--- src/design/wsps_pkg.sv ---
`default_nettype none
package wsps_pkg;

	localparam int CORDIC_STEPS = 14;
	localparam int ANG_W = 16;
	localparam int OFS_W = 13;
	localparam int SMP_W = 16;
	localparam int ACR_W = 24;
	// Vectoring datapath width: 24-bit input scaled by 256, plus growth.
	localparam int VEC_W = 36;
	// Rotation datapath width: 16-bit sample scaled by 256, plus growth.
	localparam int ROT_W = 28;

	localparam logic [15:0] THRESHOLD_RST = 16'd36700;
	localparam logic [7:0] PLATEAU_NEED_RST = 8'd2;
	localparam logic [15:0] MIN_GAP_RST = 16'd480;
	localparam logic [15:0] FRAME_LEN_RST = 16'(540 * 80);

	localparam logic [2:0] REG_THRESHOLD = 3'd0;
	localparam logic [2:0] REG_PLATEAU_NEED = 3'd1;
	localparam logic [2:0] REG_RAW_MODE = 3'd2;
	localparam logic [2:0] REG_MIN_GAP = 3'd3;
	localparam logic [2:0] REG_FRAME_LEN = 3'd4;

	// Arctangent table in 2^-16 turns.
	function automatic logic [15:0] angle_of(input logic [3:0] idx);
		logic [15:0] a;
		begin
			case (idx)
				4'd0: a = 16'd8192;
				4'd1: a = 16'd4836;
				4'd2: a = 16'd2555;
				4'd3: a = 16'd1297;
				4'd4: a = 16'd651;
				4'd5: a = 16'd326;
				4'd6: a = 16'd163;
				4'd7: a = 16'd81;
				4'd8: a = 16'd41;
				4'd9: a = 16'd20;
				4'd10: a = 16'd10;
				4'd11: a = 16'd5;
				4'd12: a = 16'd3;
				4'd13: a = 16'd1;
				default: a = 16'd0;
			endcase
			angle_of = a;
		end
	endfunction

	// Commands from the controller to the datapath.
	typedef struct packed {
		logic load;       // capture the input transaction and start CORDICs
		logic start;      // this transaction starts a frame
		logic step;       // run one CORDIC iteration
		logic finish;     // compute the scaled outputs
		logic advance;    // advance phase accumulators
		logic [3:0] iter;
	} wsps_cmd_t;

endpackage
`default_nettype wire

--- src/design/wsps_ctrl.sv ---
`default_nettype none
module wsps_ctrl (
	input wire logic clk,
	input wire logic arst_n,
	input wire logic in_valid,
	output logic in_stall,
	input wire logic [15:0] correlation,
	output logic out_valid,
	input wire logic out_stall,
	output logic frame_start,
	input wire logic [15:0] threshold,
	input wire logic [7:0] plateau_need,
	input wire logic [15:0] min_gap,
	input wire logic [15:0] frame_len,
	output wsps_pkg::wsps_cmd_t cmd
);
	localparam logic [1:0] ST_IDLE = 2'd0;
	localparam logic [1:0] ST_RUN = 2'd1;
	localparam logic [1:0] ST_FIN = 2'd2;
	localparam logic [1:0] ST_OUT = 2'd3;

	logic [1:0] state_q;
	logic [3:0] iter_q;
	logic copying_q;
	logic [7:0] plat_q;
	logic [15:0] copied_q;
	logic start_q;

	logic accept, above, cp, emit, start;
	logic [7:0] plat_n;

	// Decide, for the incoming transaction, whether it emits and starts a frame.
	always_comb begin
		above = correlation > threshold;
		cp = copying_q && !(copied_q >= frame_len);
		emit = 1'b0;
		start = 1'b0;
		plat_n = plat_q;
		if (!cp) begin
			if (!above) plat_n = '0;
			else if (plat_q < plateau_need) plat_n = plat_q + 8'd1;
			else begin emit = 1'b1; start = 1'b1; end
		end else begin
			emit = 1'b1;
			if (above) begin
				if (plat_q < plateau_need) plat_n = plat_q + 8'd1;
				else if (copied_q > min_gap) start = 1'b1;
			end else plat_n = '0;
		end
		if (start) plat_n = (plateau_need > 0) ? 8'd1 : 8'd0;
	end

	assign in_stall = (state_q != ST_IDLE);
	assign accept = in_valid && !in_stall;
	assign out_valid = (state_q == ST_OUT);
	assign frame_start = start_q;

	always_comb begin
		cmd.load = accept && emit;
		cmd.start = start;
		cmd.step = (state_q == ST_RUN);
		cmd.finish = (state_q == ST_FIN);
		cmd.advance = (state_q == ST_FIN);
		cmd.iter = iter_q;
	end

	// Controller state machine.
	always_ff @(posedge clk or negedge arst_n) begin
		logic [15:0] c;
		if (!arst_n) begin
			state_q <= ST_IDLE;
			iter_q <= '0;
			copying_q <= 1'b0;
			plat_q <= '0;
			copied_q <= '0;
			start_q <= 1'b0;
		end else begin
			case (state_q)
				ST_IDLE: begin
					if (accept) begin
						plat_q <= plat_n;
						if (emit) begin
							c = start ? 16'd1 : copied_q + 16'd1;
							copied_q <= c;
							copying_q <= !(c >= frame_len);
							start_q <= start;
							iter_q <= '0;
							state_q <= ST_RUN;
						end else copying_q <= 1'b0;
					end
				end
				ST_RUN: begin
					iter_q <= iter_q + 4'd1;
					if (iter_q == 4'(wsps_pkg::CORDIC_STEPS - 1)) state_q <= ST_FIN;
				end
				ST_FIN: state_q <= ST_OUT;
				ST_OUT: if (!out_stall) state_q <= ST_IDLE;
				default: state_q <= ST_IDLE;
			endcase
		end
	end
endmodule
`default_nettype wire

--- config.mk ---
export PLATFORM = sky130hd
export DESIGN_NAME = wsps_ctrl
export DESIGN_NICKNAME = d
export VERILOG_FILES = /design/src/design/wsps_pkg.sv /design/src/design/wsps_ctrl.sv
export SDC_FILE = /design/constraint.sdc
export NUM_CORES = 1
export LEC_CHECK = 0
export BUFFER_PORTS_ARGS = -buffer_cell sky130_fd_sc_hd__buf_2
export CORE_MARGIN = 1.5
export CORE_UTILIZATION = 30
export DETAILED_ROUTE_END_ITERATION = 6
export GPL_ROUTABILITY_DRIVEN = 0
export PLACE_DENSITY_LB_ADDON = 0.12
export SYNTH_ARGS = -nofsm -noshare
export SYNTH_HDL_FRONTEND = slang
export SYNTH_SLANG_ARGS = --single-unit
--- constraint.sdc ---
create_clock -name clk -period 5.4 [get_ports clk]
set_clock_uncertainty 0.2 [all_clocks]
set_input_delay 1.08 -clock clk [delete_from_list [all_inputs] [get_ports clk]]
set_output_delay 1.08 -clock clk [all_outputs]
set_load 0.03 [all_outputs]
==> results of run 1 <==
==> kinds of logic after synthesis <==
family | count (synthesis)
multiplexers | 3
XOR/XNOR | 21
AND/OR/NAND/NOR | 156
adder cells (fa/ha/maj) | 79
buffers and inverters | 72
AO/OA/AOI/OAI | 93
flip-flops | 32
==> stage by stage <==
step	hold slack, ns	power (µW)	util	setup WS (ns)	instances
after detailed placement	0.2649	942.2	0.3612	0.2999	707
final	0.2764	1213	0.3732	0.5209	715
after floorplan	0.2440	767.9	-	0.5658	456
after CTS	0.2786	1231	0.3732	0.5168	715
after global placement	0.2611	931.5	0.3612	0.3591	707
after global routing	0.3101	1328	0.3732	0.3807	715
==> state kept, by name (all words and copies together) (netlist names) <==
register / flops
state_q: 2
frame_start: 1
copied_q: 16
plat_q: 8
iter_q: 4
copying_q: 1
==> routing by layer <==
| metal | track usage | part of all wire | vias up |
|---|---|---|---|
| met5 | 0 | 0 | - |
| met4 | 0.02387 | 0.0042 | 0 |
| met3 | 0.02267 | 0.041 | 4 |
| met2 | 0.2435 | 0.46 | 70 |
| met1 | 0.1992 | 0.49 | 1554 |
| li1 | - | - | 1796 |
==> placed cells by master (no fill, tap or decap), types with 2 or more instances in the layout <==
master and count:
sky130_fd_sc_hd__a211oi_1 3, sky130_fd_sc_hd__a21o_1 4, sky130_fd_sc_hd__a21oi_1 29, sky130_fd_sc_hd__a21oi_4 2
sky130_fd_sc_hd__a221o_1 5, sky130_fd_sc_hd__a22o_1 4, sky130_fd_sc_hd__a31oi_1 3, sky130_fd_sc_hd__and3_1 4
sky130_fd_sc_hd__and3b_1 2, sky130_fd_sc_hd__buf_2 87, sky130_fd_sc_hd__buf_4 4, sky130_fd_sc_hd__clkbuf_1 2
sky130_fd_sc_hd__clkbuf_16 5, sky130_fd_sc_hd__dfrtp_1 32, sky130_fd_sc_hd__ha_1 79, sky130_fd_sc_hd__inv_1 63
sky130_fd_sc_hd__mux2_1 2, sky130_fd_sc_hd__nand2_1 49, sky130_fd_sc_hd__nand2b_1 6, sky130_fd_sc_hd__nand3_1 17
sky130_fd_sc_hd__nand4_1 11, sky130_fd_sc_hd__nor2_1 36, sky130_fd_sc_hd__nor2b_1 6, sky130_fd_sc_hd__nor3_1 8
sky130_fd_sc_hd__nor4_1 4, sky130_fd_sc_hd__o2111ai_1 2, sky130_fd_sc_hd__o211ai_1 3, sky130_fd_sc_hd__o21ai_0 13
sky130_fd_sc_hd__o221ai_1 5, sky130_fd_sc_hd__o31ai_1 7, sky130_fd_sc_hd__xnor2_1 7, sky130_fd_sc_hd__xor2_1 14
==> critical path: stages <==
cell	delay, ns
sky130_fd_sc_hd__buf_2	0.08
sky130_fd_sc_hd__inv_1	0.04
sky130_fd_sc_hd__ha_1	0.30
sky130_fd_sc_hd__nand4_1	0.15
sky130_fd_sc_hd__or4_4	0.60
sky130_fd_sc_hd__o2111a_2	0.33
sky130_fd_sc_hd__or3_4	0.45
sky130_fd_sc_hd__nor2_8	0.15
sky130_fd_sc_hd__buf_4	0.20
sky130_fd_sc_hd__buf_2	0.21
==> area by class of cell <==
type                            count  area [µm²]  area share
Inverter                           64       240.2     0.05314
Clock buffer                        8       146.4     0.03238
Sequential cell                    32       800.8      0.1771
Timing Repair Buffer               91       465.4      0.1030
Tap cell                          168       210.2     0.04650
Multi-Input combinational cell    352        2658      0.5879
==> path summary, 6_finish.rpt <==
path	startpoint	to	slack, ns	cells past startpoint
min reg2reg	frame_start	frame_start	0.28	1
min	frame_start	frame_start	0.28	1
max in group asynchronous	arst_n	copied_q[7]	3.85	1
max reg2reg	copied_q[7]	copying_q	1.29	16
min in group asynchronous	arst_n	iter_q[3]	0.67	1
max	threshold[14]	cmd[7]	0.52	10
==> power groups by stage <==
| stage | registers, µW | clock network (µW) | logic, µW |
|---|---|---|---|
| after detailed placement | 354 | 0 | 588 |
| after global routing | 359 | 299 | 670 |
| after CTS | 351 | 288 | 592 |
| after global placement | 353 | 0 | 579 |
| final | 349 | 280 | 583 |
| after floorplan | 372 | 0 | 395 |
==> metrics.txt, run 1 <==
result of the run completed; number of nets with antenna violations after routing 0; setup TNS 0 ns; FMAX between 200 and 250 MHz; DR vias about 3400; commonest cells in the synthesized netlist sky130_fd_sc_hd__ha_1 (79), sky130_fd_sc_hd__inv_1 (63), sky130_fd_sc_hd__nand2_1 (49); clock root cell sky130_fd_sc_hd__clkbuf_16; critical path data arrival time around 3.6 ns; multiplexer share of the synthesized area 0.008678; Total GRT Usage 0.1444; power spent charging and discharging nets 510.1 µW; horizontal die dimension 114.8 µm; Area contributors post-synth sky130_fd_sc_hd__ha_1 (26%), sky130_fd_sc_hd__dfrtp_1 (21%), sky130_fd_sc_hd__inv_1 (6.3%), sky130_fd_sc_hd__nand2_1 (4.9%), sky130_fd_sc_hd__a21oi_1 (3.9%); power density normalized to cell area between 200 and 300 nW/µm²; unrepaired setup endpoints after global routing false; number of flops mapped to enable cells by yosys 0; Hold Path Class register to register; 1st-iter DRT viols approximately 110; Worst Setup Path Type primary input to output pin; most common cell in the netlist sky130_fd_sc_hd__ha_1; Inserted Clock Buffers 5; buffer levels on the longest clock path 2; Pre-Repair DR Iteration Count 4; final-report max-slew violation count 0; count of cells resized by post-cts repair 0; Die H ~110 µm; I/O pin count 88; final clock period utilization by the worst path 0.9035; average via count per standard cell between 4 and 5; Clk Latency, worst-skew pair 0.27 ns; largest area contributor in the netlist sky130_fd_sc_hd__ha_1; number of standard cells after synthesis roughly 460; post-layout instance area about 4500 µm²; ratio of cells with drive above 1 in the final layout 0.2011; slew at the pin closest to its max-slew limit ~0.74 ns; Most used DFF post-synth sky130_fd_sc_hd__dfrtp_1; quantity of I/O buffers inserted on ports just under 90; Die Outline Area ~13000 µm²; maximum fanout encountered on the critical timing path 11; CTS sink count 32; switching part of the total 0.4206; NumNets Final 701; number of max-cap violations 0; sequential element share of the synthesized area 0.2136; core outline area 12110 µm²; DRC violations left 0; routed length per instance about 13 µm; main combinational cell family by area after synthesis adder cells; clock network fraction of total power 0.231; complex-gate fraction of the synthesized area 0.1749; total grt overflow 0; number of synthesis warnings 0; Synth top area share 0.2637; number of storage elements in the synthesis netlist 32; adder and majority gate portion of the synthesized area 0.2637; number of unique standard cell types used by synthesis 60; Area after DPL 4374 µm²; type of destination of the critical path output pin; vias in the first global route between 3000 and 4000; area added between synthesis and finish 20.59%; fraction of power consumed by combinational cells 0.481; share of synthesized flip-flops with an asynchronous set or reset 1.000; Synth Area in Simple Gates 0.2126; xor and xnor area share after synthesis 0.04907; cell area after synthesis roughly 3700 µm²; average cell area after synthesis slightly above 8 µm²; Leakage Power between 0.002 and 0.0025 µW; antenna violations before repair 0; filler instances roughly 1300; crit path launch type primary input; half-perimeter wire length after detailed placement between 7 and 8 mm; initial standard-cell utilization of the core 0.3095; Setup-failing EPs final 0; crit path time final roughly 5 ns; wire length after detailed routing 9.126 mm; clock transition time at the flip-flop clock pins of the worst setup and hold paths ~0.05 ns; # H-tree levels 2; number of nets in the synthesized netlist 611; number of buffers inserted by hold repair at cts 0; CTS tree built; maximum number of pins on one net before global-route repair 33; Final Hold Violating Endpoints 0; global-route wire length before repair 15.28 mm; diode insertion count for antenna repair 0; sequential share of power 0.288; WP data required a little over 4 ns; internal cell power about 700 µW; number of placement rows 40; Worst slew margin 0.5072; buffers inserted by post-CTS timing repair 0; worst-case vdd ir drop roughly 310 µV
No activity file was read; power rests on OpenSTA's default activity.
==> inputs of run 2 (changes only) <==
==> constraint.sdc (replaced) <==
create_clock -name clk -period 4.5 [get_ports clk]
set_clock_uncertainty 0.2 [all_clocks]
set_input_delay 0.9 -clock clk [delete_from_list [all_inputs] [get_ports clk]]
set_output_delay 0.9 -clock clk [all_outputs]
set_load 0.03 [all_outputs]
==> metrics.txt, run 2 (same netlist as run 1, synthesis figures left out) <==
ratio of cells with drive above 1 in the final layout 0.2194 (was 0.2011); maximum fanout encountered on the critical timing path 7 (was 11); crit path launch type primary input (unchanged); Worst slew margin 0.4944 (was 0.5072); critical register-to-register path startpoint copied_q[13] (was copied_q[7]); crit path time final between 4 and 5 ns; Total GRT Usage 0.1472 (was 0.1444); initial standard-cell utilization of the core 0.3095 (unchanged); buffer levels on the longest clock path 2 (unchanged); 1st-iter DRT viols 71 (was 112); diode insertion count for antenna repair 0 (unchanged); Final Hold Violating Endpoints 0 (unchanged); endpoint of the lowest-slack register-to-register path copying_q (unchanged); I/O pin count 88 (unchanged); Die Outline Area 13170 µm² (unchanged); antenna violations before repair 0 (unchanged); quantity of I/O buffers inserted on ports 87 (unchanged); most numerous cell on the critical path sky130_fd_sc_hd__ha_1 (was sky130_fd_sc_hd__buf_2); routed length per instance 13.10 µm (was 12.76 µm); pre-CTS setup slack -0.1046 ns (was 0.2999 ns); DR vias 3506 (was 3424); setup TNS 0 ns (unchanged); horizontal die dimension 114.8 µm (unchanged); Clk Latency, worst-skew pair 0.27 ns (about the same); core outline area 12110 µm² (unchanged); worst-case vdd ir drop 255.5 µV (was 313.0 µV); hold_ws 0.2804 ns (was 0.2764 ns); footprint of the multi-input gates 2665 µm² (was 2658 µm²); number of max-cap violations 0 (unchanged); FMAX about 240 MHz; critical path data arrival time 4.18 ns (was 3.60 ns); endpoint of the worst hold path frame_start (unchanged); Die H 114.8 µm (unchanged); clock transition time at the flip-flop clock pins of the worst setup and hold paths 0.05 ns (about the same); Worst Reg2Reg Path Length in Cells 16 (unchanged); maximum number of pins on one net before global-route repair 33 (unchanged); CP max-delay cell sky130_fd_sc_hd__or4_4 (unchanged); DRC violations left 0 (unchanged); result of the run completed (unchanged); critical path launch point threshold[15] (was threshold[14]); type of destination of the critical path register (was output pin); Worst Setup Path Type primary input to register (was primary input to output pin); register with the most flip-flops copied_q (unchanged); fin worst setup slack 0.2911 ns (was 0.5209 ns); most frequent standard cell in the layout excluding fill and tap cells sky130_fd_sc_hd__buf_2 (unchanged); global-route wire length before repair 15.71 mm (was 15.28 mm); count of cells along the worst hold path 1 (unchanged); number of placement rows 40 (unchanged); slew at the pin closest to its max-slew limit 0.7583 ns (was 0.7392 ns); R2R setup slack 0.57 ns (was 1.29 ns); half-perimeter wire length after detailed placement 7.801 mm (was 7.546 mm); power density normalized to cell area 322.0 nW/µm² (was 268.3 nW/µm²); Design Power 1484 µW (was 1213 µW); Seq. cell area 800.8 µm² (unchanged); Hold Path Class register to register (unchanged); NumNets Final 711 (was 701); Setup-failing EPs final 0 (unchanged); vias in the first global route 3351 (was 3205); Pre-Repair DR Iteration Count 4 (unchanged); leading registers by flop count copied_q (16), plat_q (8), iter_q (4) (unchanged); CTS tree built (unchanged); final clock period utilization by the worst path 0.9353; unrepaired setup endpoints after global routing false (unchanged); final-report max-slew violation count 0 (unchanged); worst hold path startpoint frame_start (unchanged); WP data required 4.47 ns (was 4.12 ns); clock root cell sky130_fd_sc_hd__clkbuf_16 (unchanged); # H-tree levels 2 (unchanged); commonest cells after routing, fill and taps aside sky130_fd_sc_hd__buf_2 (87), sky130_fd_sc_hd__ha_1 (79), sky130_fd_sc_hd__inv_1 (63), sky130_fd_sc_hd__nand2_1 (49), sky130_fd_sc_hd__nor2_1 (36) (unchanged); filler instances 1290 (was 1311); Inserted Clock Buffers 5 (unchanged); total grt overflow 0 (unchanged); core occupancy in the finished layout 0.3806 (was 0.3732); wire length after detailed routing 9.486 mm (was 9.126 mm); Leakage Power 0.002480 µW (was 0.002423 µW); area added between synthesis and finish 22.96% (was 20.59%); average via count per standard cell 4.843 (was 4.789); max FFs per register 16 (unchanged); number of nets with antenna violations after routing 0 (unchanged); Largest stage delay, worst path 0.50 ns (was 0.60 ns); CTS sink count 32 (unchanged); list of cells traversed by the critical path buf_2, inv_1, ha_1, nand4_1, or4_4, o2111a_2, or3_4, nor2_8, nor2_1, ha_1, nand2b_1, a211oi_1, nor4_1, o31a_1, o21ai_1, a21oi_1, o41ai_2 (was buf_2, inv_1, ha_1, nand4_1, or4_4, o2111a_2, or3_4, nor2_8, buf_4, buf_2); number of buffers inserted by hold repair at cts 0 (unchanged)
## run 2: cell count changes in the layout (fill, tap and decap cells not counted)
cell,change
sky130_fd_sc_hd__o41ai_1,-1
sky130_fd_sc_hd__clkbuf_8,+1
sky130_fd_sc_hd__o41ai_2,+1
sky130_fd_sc_hd__o21ai_1,+2
sky130_fd_sc_hd__buf_4,+10
sky130_fd_sc_hd__clkbuf_1,-2
sky130_fd_sc_hd__o21ai_0,-2
## run 2: timing repair
item                                    in CTS  in global routing
endpoints found under the hold margin        0                  0
endpoints found under the setup margin       0                  1
gates resized for setup                      0                  3
setup buffers                                0                  0
## run 2: final cells by class
type                            instances  share of cell area
Clock buffer                            7             0.03312
Inverter                               64             0.05212
Multi-Input combinational cell        352              0.5782
Sequential cell                        32              0.1737
Tap cell                              168             0.04560
Timing Repair Buffer                  101              0.1173
## run 2: routing by layer
metal	track usage	share of wire	wire (µm)	vias up
met1	0.2019	0.49	4660	1593
met3	0.02056	0.045	426	4
li1	-	-	-	1819
met4	0.01975	0.0047	45	0
met5	0	0	0	-
met2	0.2535	0.46	4353	90
## run 2: critical path, delay by kind of cell
family | cells | cell delay, ns
adders and majority gates | 2 | 0.54
and+or+nand+nor | 7 | 1.45
AOI/OAI and AO/OA | 6 | 1.18
buffers and inverters | 2 | 0.10
## run 2: worst max-delay path by stage
stage          slack [ns]  cells after the start         to
2_1_floorplan        0.02                     17  copying_q
3_3_place_gp         0.02                     17  copying_q
3_5_place_dp        -0.10                     17  copying_q
4_1_cts              0.15                     17  copying_q
5_1_grt              0.04                     17  copying_q
6_report             0.29                     17  copying_q
## run 2: through the flow
step	area, µm²	std cells
6_report	4609	724
5_1_grt	4609	724
4_1_cts	4602	724
3_5_place_dp	4449	717
3_3_place_gp	4449	717
2_1_floorplan	3749	456
## run 2: power by group
| part | switching (µW) | internal [µW] | leakage, µW |
|---|---|---|---|
| Sequential | 70.6 | 349 | 0.000423 |
| Combinational | 429 | 284 | 0.00198 |
| Clock | 119 | 232 | 0.0000760 |
